## src/smdc_pkg.sv

```systemverilog
// ----------------------------------------------------------------------------
// smdc_pkg
// Shared types and constants for the stereo mixer, dc blocker and resampler.
// ----------------------------------------------------------------------------
package smdc_pkg;

   localparam int IN_WIDTH            = 16;
   localparam int OUT_WIDTH           = 16;
   localparam int LEVEL_WIDTH         = 16;
   localparam int SRATE_WIDTH         = 17;
   localparam int ORATE_WIDTH         = 18;
   localparam int RECIP_WIDTH         = 28;
   localparam int CSR_ADDR_WIDTH      = 5;
   localparam int CSR_DATA_WIDTH      = 32;

   localparam int LANES               = 2;
   localparam int GAIN_FRACTION_BITS  = 12;
   localparam int DC_FRACTION_BITS    = 12;
   localparam int POLE_FRACTION_BITS  = 28;
   localparam int RECIP_FRACTION_BITS = 40;

   localparam int MIX_WIDTH           = 20;
   localparam int DC_WIDTH            = 44;
   localparam int SAMPLE_WIDTH        = 32;
   localparam int REM_WIDTH           = 19;

   localparam int GAIN_PROD_WIDTH     = IN_WIDTH + LEVEL_WIDTH + 1;
   localparam int MIX_SUM_WIDTH       = GAIN_PROD_WIDTH + 1;
   localparam int MASTER_PROD_WIDTH   = MIX_SUM_WIDTH + LEVEL_WIDTH + 1;

   localparam int POLE_WIDTH          = 28;
   localparam int POLE_SPLIT          = 16;
   localparam int POLE_LO_PROD_WIDTH  = POLE_WIDTH + POLE_SPLIT;
   localparam int POLE_HI_PROD_WIDTH  = (DC_WIDTH - POLE_SPLIT) + POLE_WIDTH + 1;
   localparam int DC_SUM_WIDTH        = DC_WIDTH + 2;
   localparam int OUT_SUM_WIDTH       = SAMPLE_WIDTH + 4;

   localparam logic [POLE_WIDTH-1:0] POLE_Q = 28'd268167021;

   localparam logic signed [MASTER_PROD_WIDTH-1:0] MIX_MAX =
      {{(MASTER_PROD_WIDTH-MIX_WIDTH+1){1'b0}}, {(MIX_WIDTH-1){1'b1}}};
   localparam logic signed [MASTER_PROD_WIDTH-1:0] MIX_MIN = ~MIX_MAX;

   localparam logic signed [DC_SUM_WIDTH-1:0] DC_MAX =
      {{(DC_SUM_WIDTH-DC_WIDTH+1){1'b0}}, {(DC_WIDTH-1){1'b1}}};
   localparam logic signed [DC_SUM_WIDTH-1:0] DC_MIN = ~DC_MAX;

   localparam logic signed [OUT_SUM_WIDTH-1:0] OUT_MAX =
      {{(OUT_SUM_WIDTH-OUT_WIDTH+1){1'b0}}, {(OUT_WIDTH-1){1'b1}}};
   localparam logic signed [OUT_SUM_WIDTH-1:0] OUT_MIN = ~OUT_MAX;

   typedef enum logic [2:0] {
      CSR_FM_LEVEL,
      CSR_PSG_LEVEL,
      CSR_MASTER_LEVEL,
      CSR_SOURCE_RATE,
      CSR_OUTPUT_RATE,
      CSR_RATE_RECIPROCAL
   } csr_index_type;

   typedef struct packed {
      logic [LEVEL_WIDTH-1:0] fm_level;
      logic [LEVEL_WIDTH-1:0] psg_level;
      logic [LEVEL_WIDTH-1:0] master_level;
      logic [SRATE_WIDTH-1:0] source_rate;
      logic [ORATE_WIDTH-1:0] output_rate;
      logic [RECIP_WIDTH-1:0] rate_reciprocal;
   } cfg_type;

   localparam cfg_type CFG_RESET = '{
      fm_level:        16'd8192,
      psg_level:       16'd11100,
      master_level:    16'd4096,
      source_rate:     17'd53267,
      output_rate:     18'd44100,
      rate_reciprocal: 28'd24932236
   };

   typedef enum logic [1:0] {
      FILL_EMPTY,
      FILL_OLDER,
      FILL_PRIMED
   } fill_type;

   typedef enum logic [2:0] {
      ST_IDLE,
      ST_MIX,
      ST_MASTER,
      ST_FILT,
      ST_WEIGHT,
      ST_INTERP,
      ST_EMIT
   } state_type;

   typedef struct packed {
      logic load_in;
      logic mix;
      logic master;
      logic filt;
      logic weight;
      logic interp;
      logic emit;
      logic last;
   } ctrl_cmd_type;

   typedef struct packed {
      logic fill_empty;
      logic rem_below;
      logic next_rem_below;
   } dp_status_type;

endpackage

```

## src/smdc_ctrl.sv

```systemverilog
// ----------------------------------------------------------------------------
// smdc_ctrl
// Sequencer for one source frame: mix, filter, then one output per pass.
// ----------------------------------------------------------------------------
module smdc_ctrl import smdc_pkg::*; #(
   parameter int MAX_OUTPUTS_PER_SOURCE = 4
) (
   input  logic          clock,
   input  logic          reset,
   input  logic          req_valid,
   output logic          req_ready,
   output logic          rsp_valid,
   input  logic          rsp_ready,
   input  dp_status_type status,
   output ctrl_cmd_type  cmd
);

   localparam int CW = (MAX_OUTPUTS_PER_SOURCE > 1) ? $clog2(MAX_OUTPUTS_PER_SOURCE) : 1;
   localparam logic [CW-1:0] COUNT_LAST = CW'(MAX_OUTPUTS_PER_SOURCE - 1);

   state_type     state_ff;
   state_type     state_in;
   logic [CW-1:0] count_ff;
   logic [CW-1:0] count_in;
   logic          rsp_valid_ff;
   logic          rsp_valid_in;
   logic          out_free;
   logic          last_run;

   assign out_free  = !rsp_valid_ff || rsp_ready;
   assign last_run  = (count_ff == COUNT_LAST) || !status.next_rem_below;
   assign rsp_valid = rsp_valid_ff;

   always_comb begin
      state_in = state_ff;
      unique case (state_ff)
         ST_IDLE:   if (req_valid) state_in = ST_MIX;
         ST_MIX:    state_in = ST_MASTER;
         ST_MASTER: state_in = ST_FILT;
         ST_FILT:   state_in = status.fill_empty ? ST_IDLE : ST_WEIGHT;
         ST_WEIGHT: state_in = status.rem_below ? ST_INTERP : ST_IDLE;
         ST_INTERP: state_in = ST_EMIT;
         ST_EMIT: begin
            if (out_free) state_in = last_run ? ST_IDLE : ST_WEIGHT;
         end
         default:   state_in = ST_IDLE;
      endcase
   end

   always_comb begin
      cmd          = '0;
      req_ready    = 1'b0;
      count_in     = count_ff;
      rsp_valid_in = rsp_valid_ff && !rsp_ready;
      unique case (state_ff)
         ST_IDLE: begin
            req_ready   = 1'b1;
            cmd.load_in = req_valid;
         end
         ST_MIX:    cmd.mix = 1'b1;
         ST_MASTER: cmd.master = 1'b1;
         ST_FILT: begin
            cmd.filt = 1'b1;
            count_in = '0;
         end
         ST_WEIGHT: cmd.weight = 1'b1;
         ST_INTERP: cmd.interp = 1'b1;
         ST_EMIT: begin
            cmd.emit = out_free;
            cmd.last = last_run;
            if (out_free) begin
               count_in     = count_ff + 1'b1;
               rsp_valid_in = 1'b1;
            end
         end
         default: ;
      endcase
   end

   always_ff @(posedge clock) begin
      if (reset) begin
         state_ff     <= ST_IDLE;
         count_ff     <= '0;
         rsp_valid_ff <= 1'b0;
      end else begin
         state_ff     <= state_in;
         count_ff     <= count_in;
         rsp_valid_ff <= rsp_valid_in;
      end
   end

endmodule

```

## config.mk

```make
export PLATFORM = sky130hd
export DESIGN_NAME = smdc_ctrl
export DESIGN_NICKNAME = d
export VERILOG_FILES = /design/src/smdc_pkg.sv /design/src/smdc_ctrl.sv
export SDC_FILE = /design/constraint.sdc
export NUM_CORES = 1
export LEC_CHECK = 0
export ABC_AREA = 1
export BUFFER_PORTS_ARGS = -buffer_cell sky130_fd_sc_hd__buf_4
export CORE_AREA = 4 4 41 43
export DETAILED_ROUTE_END_ITERATION = 16
export DIE_AREA = 0 0 45 47
export GPL_ROUTABILITY_DRIVEN = 1
export PLACE_DENSITY = 0.6
export SYNTH_ARGS = -nofsm -noshare
export SYNTH_HDL_FRONTEND = slang
export SYNTH_SLANG_ARGS = --single-unit
```

## constraint.sdc

```tcl
create_clock -name clock -period 1.05 [get_ports clock]
set_clock_uncertainty 0.05 [all_clocks]
set_input_delay 0.21 -clock clock [delete_from_list [all_inputs] [get_ports clock]]
set_output_delay 0.21 -clock clock [all_outputs]
set_load 0.005 [all_outputs]
```

==> results.yml <==
setup_path:
  crit_chain: "nor2_4 -> inv_4 -> nor2_4 -> buf_6"
  critPathSlowestCell: "dfxtp_4"
  crit_arrival_ns: 1.03
  critPathKind: "register to output port"
  worst-path-max-fanout: 5
  worst_setup_path_start_kind: "register"
  worst_path_most_repeated_cell: "nor2_4"
  critPathRequiredTime_ns: 0.79
  slowest_delay_ns: 0.37
  end_kind: "output port"
detailed_routing:
  wl_per_cell_um: 9.89
  vias_per_cell: 4.44
  via_count: 457
  route.antenna.remaining_nets: 0
  drtIter0Drc: 2
  dr.pass1.iters: 2
  drc: 0
  routed_wl_mm: 1.02
timing:
  finalSetupViolCount: 14
  worst_slew_pin_slew_ns: 0.152
  hold_viol_final: 0
  layout_setup_ws_ns: -0.241
  drv_slew: 0
  fmax_mhz: 775
  fin_setup_tns_ns: -2.09
  rsz0062_at_grt: "true"
  min_period_over_period: 1.23
  period_needed_ns: 1.29
  slew_headroom: 0.899
synthesis:
  synth.cell_area_um2: 379
  synth_seq_cells: 6
  synth.avg_cell_area_um2: 6.21
  ys_types: 14
  synthDominantCellAreaShare: 0.317
  syn_nets: 69
  yosys_warnings: 0
  netlist_instances: 61
  yosysSeqAreaShare: 0.317
  synthTopCellsByArea: "dfxtp_1 (32%), nor2_1 (13%), inv_1 (12%)"
  yosys.area.top_type: "dfxtp_1"
floorplan:
  start_util: 0.291
  rows: 13
  dieArea_mm2: 0.00212
  die_w_um: 45
  dieHeight_um: 47
  design.core.area_mm2: 0.00130
  num_io_pins: 17
clock_tree:
  numCtsBuffers: 3
  path_clk_slew_ns: 0.05
  clock-sinks: 6
  clock_latency_ns: 0.24
  htree_num_levels: 1
  cts_root_buf: "clkbuf_4"
  cts_hold_buf: 0
  cts_tree: "yes"
  cts_buffer_depth: 2
global_routing:
  grt_start_max_net_pins: 8
  grt_pass1_wl_mm: 1.66
  track_usage: 0.109
  antenna_found_initial: 0
  grt_overflow: 0
  grt_pass1_vias: 441
pwr:
  p_total_mw: 0.679
  ir_drop_v: 0.000653
  netSwitchingFraction: 0.300
  clkPwrFrac: 0.308
  p_int_mw: 0.475
  p_seq_frac: 0.402
  combPwrFrac: 0.290
  p_leak_nw: 0.359
  pwr_density_cell_mw_per_mm2: 959
  p_switching_mw: 0.204
layout:
  final_area_um2: 708
  fin_nets: 98
  fin_util: 0.544
  num_antenna_cells: 0
  drive_gt1_frac: 0.625
  syn_to_final_growth_pct: 86.8
place:
  pre_cts_slack_ns: -0.0616
  post-dp-hpwl_um: 716
  gp_congestion: 0.790
  placed_area_um2: 568
  portBuffers: 16
run_status:
  status: "finished with violations"
  violations: "negative setup slack"
run:
  max_cap_viol_count: 0
worst_hold_path:
  hold_path_class: "input pin to register"
-- registers in the layout, indices dropped and copies added (netlist names) --
register,cells
state_ff,3
count_ff,2
rsp_valid,1
-- synth_stat cells (all sizes together) --
cell type / count
o21ai: 2
nand3: 2
ha: 1
nor3: 2
inv: 14
dfxtp: 6
nand2: 10
a21oi: 7
nor2: 17
-- timing repair --
item                       in CTS  in global routing
pin swaps                       0                  4
gates resized for setup        11                 21
setup buffers                   2                  1
setup endpoints to repair      14                 15
-- placed cells by master, fill, tap and decap left out, types with 3 or more instances in the layout --
cell type	instances
nor2_1	8
clkbuf_4	3
dfxtp_4	3
nor2_2	3
nand2_1	9
inv_1	7
nor2_4	6
a21oi_2	5
buf_6	6
buf_4	18
inv_2	5
dfxtp_1	3
-- routing by layer --
metal	part of all wire	wire length, um	up-vias	global-route usage
met4	0	0	0	0.0351
met5	0	0	-	0
met3	0.058	59	0	0.0575
met1	0.41	417	206	0.119
met2	0.53	542	11	0.184
li1	-	-	240	-
-- stage by stage --
step | cells | hold WS, ns
after global routing | 103 | 0.105
after floorplan | 61 | 0.222
final | 103 | 0.114
after global placement | 97 | 0.359
after CTS | 102 | 0.0966
after detailed placement | 97 | 0.364
-- final cells by class --
type,instances,area [um2]
fillers,133,593
multi-input cells,41,275
repair buffers,24,203
flip-flops and latches,6,131
inverters,14,57.6
clock buffers,3,22.5
well taps,15,18.8
-- cell families after synthesis --
family	synth area share
buf+inv	0.139
compound gates	0.139
flops	0.317
simple gates	0.373
fa+ha+maj	0.0330
-- worst max-delay path, delay by kind of cell, from the launching register on --
family / cells / cell delay, ns
buffers and inverters: 2 / 0.16
DFF: 1 / 0.37
and+or+nand+nor: 2 / 0.25
-- power groups by stage --
stage                     combinational [mW]  clock (mW)  sequential [mW]
after CTS                              0.173       0.219            0.265
after global placement                 0.154           0            0.269
after floorplan                       0.0779           0            0.266
final                                  0.197       0.209            0.273
after detailed placement               0.155           0            0.269
after global routing                   0.215       0.242            0.276
-- path summary, 6_finish.rpt --
| check | start | cells past startpoint | slack (ns) | end |
|---|---|---|---|---|
| worst min-delay path | reset | 2 | 0.11 | state_ff[2] |
| worst max register to register | state_ff[0] | 8 | -0.10 | state_ff[2] |
| worst max-delay path | state_ff[2] | 4 | -0.24 | req_ready |
| worst min register to register | count_ff[1] | 2 | 0.45 | count_ff[1] |
(Power assumes the default switching activity.)
