`src/smdc_pkg.sv`:
```
// ----------------------------------------------------------------------------
// smdc_pkg
// Shared types and constants for the stereo mixer, dc blocker and resampler.
// ----------------------------------------------------------------------------
package smdc_pkg;

   localparam int IN_WIDTH            = 16;
   localparam int OUT_WIDTH           = 16;
   localparam int LEVEL_WIDTH         = 16;
   localparam int SRATE_WIDTH         = 17;
   localparam int ORATE_WIDTH         = 18;
   localparam int RECIP_WIDTH         = 28;
   localparam int CSR_ADDR_WIDTH      = 5;
   localparam int CSR_DATA_WIDTH      = 32;

   localparam int LANES               = 2;
   localparam int GAIN_FRACTION_BITS  = 12;
   localparam int DC_FRACTION_BITS    = 12;
   localparam int POLE_FRACTION_BITS  = 28;
   localparam int RECIP_FRACTION_BITS = 40;

   localparam int MIX_WIDTH           = 20;
   localparam int DC_WIDTH            = 44;
   localparam int SAMPLE_WIDTH        = 32;
   localparam int REM_WIDTH           = 19;

   localparam int GAIN_PROD_WIDTH     = IN_WIDTH + LEVEL_WIDTH + 1;
   localparam int MIX_SUM_WIDTH       = GAIN_PROD_WIDTH + 1;
   localparam int MASTER_PROD_WIDTH   = MIX_SUM_WIDTH + LEVEL_WIDTH + 1;

   localparam int POLE_WIDTH          = 28;
   localparam int POLE_SPLIT          = 16;
   localparam int POLE_LO_PROD_WIDTH  = POLE_WIDTH + POLE_SPLIT;
   localparam int POLE_HI_PROD_WIDTH  = (DC_WIDTH - POLE_SPLIT) + POLE_WIDTH + 1;
   localparam int DC_SUM_WIDTH        = DC_WIDTH + 2;
   localparam int OUT_SUM_WIDTH       = SAMPLE_WIDTH + 4;

   localparam logic [POLE_WIDTH-1:0] POLE_Q = 28'd268167021;

   localparam logic signed [MASTER_PROD_WIDTH-1:0] MIX_MAX =
      {{(MASTER_PROD_WIDTH-MIX_WIDTH+1){1'b0}}, {(MIX_WIDTH-1){1'b1}}};
   localparam logic signed [MASTER_PROD_WIDTH-1:0] MIX_MIN = ~MIX_MAX;

   localparam logic signed [DC_SUM_WIDTH-1:0] DC_MAX =
      {{(DC_SUM_WIDTH-DC_WIDTH+1){1'b0}}, {(DC_WIDTH-1){1'b1}}};
   localparam logic signed [DC_SUM_WIDTH-1:0] DC_MIN = ~DC_MAX;

   localparam logic signed [OUT_SUM_WIDTH-1:0] OUT_MAX =
      {{(OUT_SUM_WIDTH-OUT_WIDTH+1){1'b0}}, {(OUT_WIDTH-1){1'b1}}};
   localparam logic signed [OUT_SUM_WIDTH-1:0] OUT_MIN = ~OUT_MAX;

   typedef enum logic [2:0] {
      CSR_FM_LEVEL,
      CSR_PSG_LEVEL,
      CSR_MASTER_LEVEL,
      CSR_SOURCE_RATE,
      CSR_OUTPUT_RATE,
      CSR_RATE_RECIPROCAL
   } csr_index_type;

   typedef struct packed {
      logic [LEVEL_WIDTH-1:0] fm_level;
      logic [LEVEL_WIDTH-1:0] psg_level;
      logic [LEVEL_WIDTH-1:0] master_level;
      logic [SRATE_WIDTH-1:0] source_rate;
      logic [ORATE_WIDTH-1:0] output_rate;
      logic [RECIP_WIDTH-1:0] rate_reciprocal;
   } cfg_type;

   localparam cfg_type CFG_RESET = '{
      fm_level:        16'd8192,
      psg_level:       16'd11100,
      master_level:    16'd4096,
      source_rate:     17'd53267,
      output_rate:     18'd44100,
      rate_reciprocal: 28'd24932236
   };

   typedef enum logic [1:0] {
      FILL_EMPTY,
      FILL_OLDER,
      FILL_PRIMED
   } fill_type;

   typedef enum logic [2:0] {
      ST_IDLE,
      ST_MIX,
      ST_MASTER,
      ST_FILT,
      ST_WEIGHT,
      ST_INTERP,
      ST_EMIT
   } state_type;

   typedef struct packed {
      logic load_in;
      logic mix;
      logic master;
      logic filt;
      logic weight;
      logic interp;
      logic emit;
      logic last;
   } ctrl_cmd_type;

   typedef struct packed {
      logic fill_empty;
      logic rem_below;
      logic next_rem_below;
   } dp_status_type;

endpackage

```
`src/smdc_csr.sv`:
```
// ----------------------------------------------------------------------------
// smdc_csr
// Register file for gains and rate settings behind an apb-style port.
// ----------------------------------------------------------------------------
module smdc_csr import smdc_pkg::*; (
   input  logic                      clock,
   input  logic                      reset,
   input  logic                      psel,
   input  logic                      penable,
   input  logic                      pwrite,
   input  logic [CSR_ADDR_WIDTH-1:0] paddr,
   input  logic [CSR_DATA_WIDTH-1:0] pwdata,
   output logic [CSR_DATA_WIDTH-1:0] prdata,
   output logic                      pready,
   output cfg_type                   cfg
);

   cfg_type       cfg_ff;
   cfg_type       cfg_in;
   csr_index_type index;
   logic          write_en;

   assign index    = csr_index_type'(paddr[CSR_ADDR_WIDTH-1:2]);
   assign write_en = psel && penable && pwrite;
   assign pready   = 1'b1;
   assign cfg      = cfg_ff;

   always_comb begin
      cfg_in = cfg_ff;
      if (write_en) begin
         unique case (index)
            CSR_FM_LEVEL:        cfg_in.fm_level        = pwdata[LEVEL_WIDTH-1:0];
            CSR_PSG_LEVEL:       cfg_in.psg_level       = pwdata[LEVEL_WIDTH-1:0];
            CSR_MASTER_LEVEL:    cfg_in.master_level    = pwdata[LEVEL_WIDTH-1:0];
            CSR_SOURCE_RATE:     cfg_in.source_rate     = pwdata[SRATE_WIDTH-1:0];
            CSR_OUTPUT_RATE:     cfg_in.output_rate     = pwdata[ORATE_WIDTH-1:0];
            CSR_RATE_RECIPROCAL: cfg_in.rate_reciprocal = pwdata[RECIP_WIDTH-1:0];
            default:             cfg_in = cfg_ff;
         endcase
      end
   end

   always_comb begin
      unique case (index)
         CSR_FM_LEVEL:        prdata = CSR_DATA_WIDTH'(cfg_ff.fm_level);
         CSR_PSG_LEVEL:       prdata = CSR_DATA_WIDTH'(cfg_ff.psg_level);
         CSR_MASTER_LEVEL:    prdata = CSR_DATA_WIDTH'(cfg_ff.master_level);
         CSR_SOURCE_RATE:     prdata = CSR_DATA_WIDTH'(cfg_ff.source_rate);
         CSR_OUTPUT_RATE:     prdata = CSR_DATA_WIDTH'(cfg_ff.output_rate);
         CSR_RATE_RECIPROCAL: prdata = CSR_DATA_WIDTH'(cfg_ff.rate_reciprocal);
         default:             prdata = '0;
      endcase
   end

   always_ff @(posedge clock) begin
      if (reset) begin
         cfg_ff <= CFG_RESET;
      end else begin
         cfg_ff <= cfg_in;
      end
   end

endmodule

```
`config.mk`:
```
export PLATFORM = sky130hd
export DESIGN_NAME = smdc_csr
export DESIGN_NICKNAME = d
export VERILOG_FILES = /design/src/smdc_pkg.sv /design/src/smdc_csr.sv
export SDC_FILE = /design/constraint.sdc
export NUM_CORES = 1
export LEC_CHECK = 0
export ABC_CLOCK_PERIOD_IN_PS = 2900
export BUFFER_PORTS_ARGS = -buffer_cell sky130_fd_sc_hd__buf_2
export CORE_ASPECT_RATIO = 1.75
export CORE_MARGIN = 4
export CORE_UTILIZATION = 42
export CTS_BUF_LIST = sky130_fd_sc_hd__clkbuf_8
export CTS_CLUSTER_DIAMETER = 30
export DETAILED_ROUTE_END_ITERATION = 10
export HOLD_SLACK_MARGIN = 0.05
export PLACE_DENSITY = 0.77
export SYNTH_ARGS = -nofsm -noshare
export SYNTH_HDL_FRONTEND = slang
export SYNTH_SLANG_ARGS = --single-unit
```
`constraint.sdc`:
```
create_clock -name clock -period 2.9 [get_ports clock]
set_input_delay 0.435 -clock clock [delete_from_list [all_inputs] [get_ports clock]]
set_output_delay 0.435 -clock clock [all_outputs]
set_load 0.02 [all_outputs]
```
==> results, run 1 <==
- Measured along the x axis, the die boundary spans 93.9 um.
- In the final timing run, aggregate negative setup slack is 0 ps.
- The register with the most flip-flops in the layout has 111 of them.
- The type of the tightest min-delay check is primary input to register.
- Once the clock tree was built, the setup fixing pass inserted 0 buffers.
- The total number of yosys warnings is 0.
- The cell area after technology mapping is 0.00542 mm^2.
- In the routed layout, each cell is associated on average with a via count of 5.23.
- The total wirelength of the detailed-routed design is ~16000 um.
- The pin count of the biggest net entering global routing is 96.
- Of the total power, registers draw 0.560.
- The number of synthesized register bits is roughly 110.
- The total global routing track utilization is 0.206.
- The highest net fanout along the worst path is 30.
- From synthesis to final layout, the design area changed by 21.0%.
- Of the total synthesized cell area, the portion taken by full adders, half adders and majority gates is 0.
- In this run, synthesis inferred 0 flip-flops with an integrated enable.
- The H-tree depth is 3.
- The top flip-flop cell by instance count after synthesis is dfxtp_1.
- Across all layers, the routed design uses 4736 vias.
- The top achievable clock speed is 0.408 GHz.
- The total of fill cells in the finished design is 1189.
- The share of total power dissipated in combinational logic is 0.122.
- Clock-pin slew was measured on the worst setup and hold paths at 100 ps.
- For the worst-skew pair, the clock arrives at the later sink with an insertion delay of 370 ps.
- Setup repair after global routing left no endpoint under its margin.
- The congestion estimate from routability-driven global placement came to 0.809.
- The share of the synthesized area in the top cell type is 0.410.
- The via count of the first global-routing pass is ~4.6k.
- The synthesized design spends more area on one cell type than any other, namely dfxtp_1.
- The final number of hold-violating endpoints is 0.
- At the end of the flow, the number of nets in the layout was 775.
- For the pin with the worst max-slew slack, the measured transition is 679 ps.
- The number of diodes added for antenna fixing is 0.
- The maximum number of buffers from clock root to sink is 2.
- The required time at the worst-slack endpoint is 2470 ps.
- Of the total power, the share spent switching nets is 0.275.
- Setup violations remaining at the end of the flow were counted as 0.
- In this run the remaining antenna-violating nets after routing total 0.
- The number of buffers created by CTS is 9.
- The number of antenna violations at the first check in global routing is 1.
- Ranked by total cell area, the synthesized netlist is headed by dfxtp_1 (41%), mux2i_1 (18%), nand2b_1 (7.7%), mux2_2 (4.4%), nor2_1 (4.2%).
- The core footprint is 0.0126 mm^2.
- The clock period could shrink to 2450 ps.
- During placement, the flow inserted port buffers numbering 174.
- The start-to-end type of the worst setup path is primary input to output port.
- The clock tree from TritonCTS is done.
- Each instance of the synthesized netlist takes up on average 9.33 um^2.
- The detailed router finished its first iteration with ~270 violations.
- The post-route core utilization is 0.522.
- STA puts the critical path data arrival time at between 2000 and 2500 ps.
- Of the available clock period, the critical path in the final layout requires 0.844.
- The HPWL after detailed placement is 11300 um.
- The worst clock skew is 0 ps.
- The startpoint type of the worst setup path is a primary input.
- The starting utilization of the core area is 0.431.
- The simple-gate area share of the yosys netlist is 0.198.
- The multiplexer share of the synthesized area is 0.225.
- The total of cells resized after clock tree synthesis is 0.
- The synthesized netlist contains 34 unique library cells.
- The clock sink total is 111.
- The count of standard-cell rows is 54.
- Synthesis produced a netlist whose cell count is 581.
- The cell at the root of the clock tree is clkbuf_8.
- The number of maximum-capacitance violations is 0.
- The worst setup path is captured at an output port.
- The area occupied by multi-input gates is 0.00291 mm^2.
- 186 I/O pins were placed.
- The share of cells above drive strength 1 is 0.320.
- The count of TritonRoute iterations in the first routing pass is 6.
- The relative slew slack is 0.548.
- In this run, post-CTS hold repair placed 0 buffers.
- Of the total synthesized cell area, the portion taken by XOR and XNOR cells is 0.
- Sorting the synthesized cells by how often they occur yields dfxtp_1 (111), mux2i_1 (98), nand2b_1 (67).
- Global routing finished with a remaining overflow of 0.
- The area fraction in compound gates after synthesis is 0.110.
- Of the synthesized area, sequential elements account for 0.410.
- The proportion of register bits with asynchronous set or reset after synthesis is 0.
- The internal power is 2.00 mW.
- For this design the total switching power over the nets is 0.757 mW.
- The flow ran to the end, and the final reports show no timing, DRC or antenna violations.
- Registers take 0.00222 mm^2.
- The main combinational cell family by area after synthesis is multiplexers.
- Power spread over the standard cell area amounts to approximately 420 mW/mm^2.
- The die covers 0.0149 mm^2.
- In the routed design, unresolved DRC markers number 0.
- The most common cell in the synthesized netlist is dfxtp_1.
- The final-report max-slew violation count is 0.
- The first global-routing pass estimated 23900 um of wire.
- The leakage power summed over all cells is 3.07 nW.
- The share of total power dissipated in the clock network is 0.318.
- The die height is 158 um.
- After detailed routing, the average wire length per cell comes to 17.6 um.
- The worst-case vdd ir drop is 237 uV.
final cells by class:
cell class | count | share of cell area
Clock buffer | 10 | 0.0210
Tap cell | 168 | 0.0320
Multi-Input combinational cell | 418 | 0.443
Inverter | 1 | 0.000572
Timing Repair Buffer | 192 | 0.158
Sequential cell | 111 | 0.339
Clock inverter | 6 | 0.00668
cells by family (layout without fill, tap and decap cells):
group | Yosys count | count (layout)
AND/OR/NAND/NOR | 193 | 193
multiplexers | 119 | 119
flip-flops | 111 | 111
AO/OA/AOI/OAI | 101 | 101
buffers and inverters | 55 | 209
other | 2 | 5
power by group through the flow:
stage / sequential, mW / combinational [mW] / clock [mW]
5_1_grt: 1.55 / 0.364 / 0.947
3_3_place_gp: 1.58 / 0.335 / 0
3_5_place_dp: 1.58 / 0.337 / 0
2_1_floorplan: 1.59 / 0.214 / 0
4_1_cts: 1.54 / 0.338 / 0.895
6_report: 1.54 / 0.337 / 0.875
critical path, stage by stage:
cell and delay (ps):
buf_2 320, nor2b_1 630, a22oi_1 190, o22ai_1 220, buf_2 210
per-stage QoR:
stage	power [mW]	instance area (um^2)	hold WS [ps]	worst slack [ps]	std cells
2_1_floorplan	1.81	5430	554	895	584
3_3_place_gp	1.91	6380	464	500	890
3_5_place_dp	1.92	6380	477	479	890
4_1_cts	2.78	6560	299	474	906
5_1_grt	2.86	6560	314	409	906
6_report	2.76	6560	312	451	906
path summary, 6_finish.rpt:
check                                start        end  slack, ps  cells after the start
worst max-delay path              paddr[3]  prdata[5]        450                      5
worst min register to register     cfg[25]    cfg[25]        490                      2
worst min-delay path            pwdata[24]    cfg[24]        310                      3
worst max register to register     cfg[33]    cfg[33]       2130                      3
metal layers:
layer  GRT usage  wire length [um]
met1       0.229              6050
met2       0.382              8440
met3      0.0407              1040
met4      0.0785               387
met5           0                13
placed cells by master, fill, tap and decap left out, types with 2 or more instances in the layout:
master | Yosys | layout
clkbuf_8 | 0 | 10
a22oi_1 | 16 | 16
a221oi_1 | 4 | 4
inv_6 | 0 | 2
conb_1 | 2 | 5
and3_1 | 11 | 11
or3_1 | 5 | 5
clkinv_2 | 0 | 2
mux2_2 | 21 | 21
nand2b_1 | 67 | 67
buf_12 | 0 | 2
nand3_1 | 20 | 20
dfxtp_1 | 111 | 111
buf_4 | 8 | 17
o21ai_0 | 43 | 43
o22ai_1 | 7 | 7
o221ai_1 | 6 | 6
nor2b_1 | 15 | 14
mux2i_1 | 98 | 98
nand2_1 | 5 | 5
a21oi_1 | 24 | 24
nor2_1 | 60 | 60
buf_2 | 11 | 173
Note: power is estimated with default switching activity, not from simulation.
==> run 2, diff against run 1 <==
Settings changed: ABC_CLOCK_PERIOD_IN_PS 2900 to 2370.
Clock period 2.9 ns to 2.37 ns, I/O delays scaled along.
==> results, run 2 (synthesized netlist as in run 1, its figures left out) <==
- The register with the most flip-flops in the layout has between 100 and 150 of them.
- Once placement finished, the instance area stood at 0.00641 mm^2.
- The number of antenna violations at the first check in global routing is 1.
- In this run the power density over the cells is 550 mW/mm^2.
- The total of fill cells in the finished design is 1228.
- In this run, CTS created clock tree buffers numbering 9.
- Setup repair after global routing left no endpoint under its margin.
- After routing the design area is 0.00666 mm^2.
- At the end of the flow the core is filled with cells to 0.530.
- Summed over all layers, the global routing overflow is 0.
- The via count of the first global-routing pass is 4557.
- For the pin with the worst max-slew slack, the measured transition is 649 ps.
- The final-report max-slew violation count is 0.
- The number of maximum-capacitance violations is 0.
- Of the cells placed in the final design, the portion with a size suffix greater than 1 is 0.323.
- The net count of the finished layout is 780.
- The final number of hold-violating endpoints is 0.
- The clock insertion delay at the later pin of the skew report is 370 ps.
- Entering global routing, the biggest net connects between 60 and 70 pins.
- The starting utilization of the core area is 0.431.
- The first routing iteration left between 200 and 300 violations.
- The count of standard-cell rows is 54.
- For the finished layout, the period the worst path requires is 2220 ps.
- The die outline width is 93.9 um.
- The required time at the worst-slack endpoint is around 2000 ps.
- Data arrives at the worst endpoint at 1870 ps.
- Dividing the detail-routed via count by the number of cells gives 5.32.
- The total wirelength of the detailed-routed design is 16200 um.
- Dividing the final minimum period by the clock period gives 0.938.
- The floorplan step defined a die boundary enclosing 0.0149 mm^2.
- The total of buffers placed on input and output ports is approximately 170.
- Before CTS, the worst setup slack after placement is 157 ps.
- The number of hold buffers added after CTS is 0.
- The count of TritonRoute iterations in the first routing pass is 5.
- The average wire length per cell after detail routing is 17.8 um.
- The startpoint type of the worst setup path is a primary input.
- The flow ran to the end, and the final reports show no timing, DRC or antenna violations.
- The total DRC errors in the routed layout is 0.
- Headroom to the max-slew limit came out at 0.566.
- The area occupied by multi-input gates is 0.00291 mm^2.
- Relative to the synthesized area, the layout overhead comes to 22.9%.
- Once detailed placement completed, the half-perimeter wirelength came to about 12000 um.
- The floorplan step set the die height to 158 um.
- Setup slack closes at 147 ps.
- The top achievable clock speed is 0.450 GHz.
- Setup total negative slack on the finished layout was measured at 0 ps.
- STA classifies the critical path endpoint as an output port.
- The commonest non-fill, non-tap cell in the layout is buf_2.
- The detail route stage leaves a number of antenna-violating nets equal to 0.
- The tree built by TritonCTS fans out to about 110 sinks.
- between 150 and 200 I/O pins were placed.
- The start-to-end type of the worst setup path is primary input to output port.
- In this run the worst hold path is classified as primary input to register.
- Summing over every cut layer, the via total after detailed routing is approximately 4.8k.
- The clock input transition at the sequential cells of the worst setup and hold paths is 100 ps.
- The tree is rooted in a clkbuf_8.
- The highest net fanout along the worst path is 26.
- The number of buffers inserted to repair setup after CTS is 0.
- The finished layout holds 911 standard cells, fillers aside.
- The region available for standard cell placement spans 0.0126 mm^2.
- The congestion estimate from routability-driven global placement came to 0.823.
- The total placed cells including tap cells is just under 900.
- The leakage power summed over all cells is roughly 3.1 nW.
- Across the whole layout, storage elements account for 0.00222 mm^2.
- Clock skew on the completed layout was measured at 0 ps.
- For this run, the total global-route usage over all layers was measured as 0.213.
- In the layout the commonest cells are buf_2 (173), dfxtp_1 (111), mux2i_1 (98).
- The worst-case vdd ir drop is 327 uV.
- In this run the number of H-tree levels came out at 3.
- The number of diodes added for antenna fixing is 0.
- The setup violation total in the final timing report is 0.
- The wire length of the first global-routing pass is 24600 um.
- In this run the deepest clock path goes through 2 buffers.
- The total of cells resized after clock tree synthesis is 0.
- The clock tree from TritonCTS is done.
## run 2: cell types whose count changed in the layout (fill, tap and decap cells not counted), sizes merged
cell / delta
buf: +5
inv: -1
clkinv: -3
bufinv: +3
clkinvlp: +1
## run 2: metrics by stage
stage | power, mW | hold WS [ps]
5_1_grt | 3.81 | 212
2_1_floorplan | 2.21 | 503
3_3_place_gp | 2.35 | 466
6_report | 3.66 | 233
4_1_cts | 3.69 | 215
3_5_place_dp | 2.35 | 476
## run 2: metal layers
metal | wire length (um) | vias to the layer above | track usage
met5 | 13 | - | 0
met2 | 8730 | 165 | 0.397
met4 | 420 | 2 | 0.0833
met1 | 6170 | 2311 | 0.238
met3 | 843 | 31 | 0.0369
li1 | - | 2340 | -
## run 2: area by class of cell
class	count	share of cell area
clock inverters	6	0.0163
clock buffers	10	0.0207
repair buffers	197	0.161
multi-input cells	418	0.437
inverters	1	0.000563
flip-flops and latches	111	0.334
well taps	168	0.0316
## run 2: power by group
part	internal, mW	switching [mW]	total (mW)
Sequential	1.88	0.0113	1.89
Clock	0.727	0.632	1.36
Combinational	0.153	0.262	0.415
## run 2: path summary, 6_finish.rpt
check / start / endpoint / slack, ps / cells after the start
max reg2reg: cfg[33] / cfg[33] / 1600 / 3
min: pwdata[24] / cfg[24] / 230 / 3
min reg2reg: cfg[25] / cfg[25] / 490 / 2
max: paddr[3] / prdata[4] / 150 / 5
## run 2: worst max-delay path, stage by stage
cell and delay, ps:
buf_2 310, nor2b_1 610, a22oi_1 190, o22ai_1 190, buf_2 200
==> run 3, diff against run 2 <==
Settings changed: RECOVER_POWER from default to 25.
==> results, run 3 (synthesized netlist as in run 1, its figures left out) <==
- The first global-routing pass estimated 24600 um of wire.
- The number of antenna violations at the first check in global routing is 1.
- The worst hold slack after final layout is 227 ps.
- The setup TNS is 0 ps.
- The power density normalized to cell area is 557 mW/mm^2.
- At the end of the flow, the number of nets in the layout was about 800.
- The flow ran to the end, and the final reports show no timing, DRC or antenna violations.
- The initial utilization of the core area, before any placement, comes to 0.431.
- Entering global routing, the biggest net connects 69 pins.
- The global route total overflow is 0.
- STA classifies the critical path startpoint as a primary input.
- For this run, design rule violations remaining after detail routing come to 0.
- For this block, the routed nets add up to 16300 um of wire.
- The number of maximum-capacitance violations is 0.
- The number of buffers inserted to repair setup after CTS is 0.
- The number of buffers created by CTS is 9.
- The die outline width is 93.9 um.
- IR analysis of the VDD net gives a maximum drop of 326 uV.
- The weighted congestion reported at the end of routability-driven placement is 0.823.
- The flip-flop count of the largest register, all copies and words added is 111.
- The wire-length estimate of the detail-placed layout is around 12000 um.
- In the global route stage, overall resource usage came out at 0.213.
- The type of the tightest min-delay check is primary input to register.
- In this run the remaining antenna-violating nets after routing total 0.
- Counting every sink on the clock net gives 111.
- After clock tree synthesis, the repair step resized 0 gates.
- The final-report max-slew violation count is 0.
- The worst-margin pin slew is 661 ps.
- On the worst path, the slowest cell contributes a delay of 620 ps.
- Setup violations remaining at the end of the flow were counted as 0.
- The top-level I/O count is 186.
- The worst setup path is of the primary input to output port kind.
- The relative slew slack is 0.559.
- Summing all multi-input logic gate instances after layout gives just under 0.003 mm^2.
- The worst setup path is captured at an output port.
- The number of hold buffers added after CTS is 0.
- The area added between synthesis and finish is 21.5%.
- The cell at the root of the clock tree is clkbuf_8.
- In the routed layout, each cell is associated on average with a via count of about 5.3.
- In this run the static leakage power is between 2 and 3 nW.
- At the later pin of the worst-skew pair, clock insertion delay measures 370 ps.
- The cell at the slowest stage of the critical path is nor2b_1.
- The critical path goes through buf_2, nor2b_1, a22oi_1, o22ai_1, buf_2.
- The total number of vias is 4853.
- Clock-pin slew was measured on the worst setup and hold paths at approximately 100 ps.
- The via count of the first global-routing pass is 4557.
- The worst path arrival time is roughly 1900 ps.
- The initial DRC count is approximately 260.
- The H-tree depth is 3.
- For the final database, setup skew stands at 0 ps.
- The final number of hold-violating endpoints was 0.
- The maximum number of buffers from clock root to sink is 2.
- In the final layout, flip-flops and latches occupy 0.00222 mm^2.
- After filler insertion, the fill cell instance count of the layout stands at 1260.
- The library cells used most frequently in the layout, excluding fill and tap cells, are dfxtp_1 (111), buf_2 (111), mux2i_1 (98).
- The die is between 150 and 200 um tall.
- For this run, the detailed router's first-pass iteration total came to 4.
- The critical path's most frequent cell is buf_2.
- TritonCTS built the clock tree.
- The count of standard-cell rows is 54.
- Dividing the final minimum period by the clock period gives 0.938.
- The highest net fanout along the worst path is 26.
- The share of cells above drive strength 1 is 0.240.
- The final critical path time including I/O delays and setup is 2220 ps.
- After floorplanning, the core was sized to cover about 0.013 mm^2.
- Setup repair after global routing left no endpoint under its margin.
- The average wire length per cell after detail routing is 17.8 um.
- The required time at the worst-slack endpoint is 2010 ps.
- The top achievable clock speed is 0.450 GHz.
- The total of buffers placed on input and output ports is 174.
- The area enclosed by the die boundary is 0.0149 mm^2.
==> run 3: critical path: cells and delay by family <==
kind                   cells  cell delay (ps)
AOI/OAI and AO/OA          2              380
buffers and inverters      2              510
and+or+nand+nor            1              620
==> run 3: metrics by stage <==
step / util / power (mW) / cell area (um^2) / setup WS [ps] / cells
2_1_floorplan: - / 2.21 / 5430 / 524 / 584
3_3_place_gp: 0.510 / 2.35 / 6410 / 165 / 895
3_5_place_dp: 0.510 / 2.35 / 6410 / 157 / 895
4_1_cts: 0.530 / 3.69 / 6660 / 159 / 911
5_1_grt: 0.524 / 3.81 / 6580 / 69.3 / 911
6_report: 0.524 / 3.67 / 6590 / 147 / 912
==> run 3: final timing paths <==
kind / from / endpoint / slack (ps) / cells past startpoint
setup / recovery: paddr[3] / prdata[4] / 150 / 5
hold / removal: pwdata[24] / cfg[24] / 230 / 3
setup reg to reg: cfg[33] / cfg[33] / 1600 / 3
hold reg to reg: cfg[25] / cfg[25] / 490 / 2
==> run 3: cell type report <==
type | count | share of cell area
Antenna cell | 1 | 0.000380
Clock buffer | 10 | 0.0209
Clock inverter | 6 | 0.0165
Inverter | 1 | 0.000570
Multi-Input combinational cell | 418 | 0.441
Sequential cell | 111 | 0.337
Tap cell | 168 | 0.0319
Timing Repair Buffer | 197 | 0.151
==> run 3: report_power, final <==
group	total [mW]	leakage, nW	switching (mW)	internal (mW)
clock network	1.36	0.120	0.636	0.727
logic	0.413	1.90	0.262	0.151
registers	1.89	0.896	0.0116	1.88
total	3.67	2.92	0.910	2.76
==> run 3: per-layer routing <==
layer / part of all wire / track usage / vias up
met5: 0.00080 / 0 / -
met4: 0.027 / 0.0833 / 2
met3: 0.051 / 0.0369 / 33
met2: 0.54 / 0.397 / 168
met1: 0.38 / 0.238 / 2312
li1: - / - / 2338
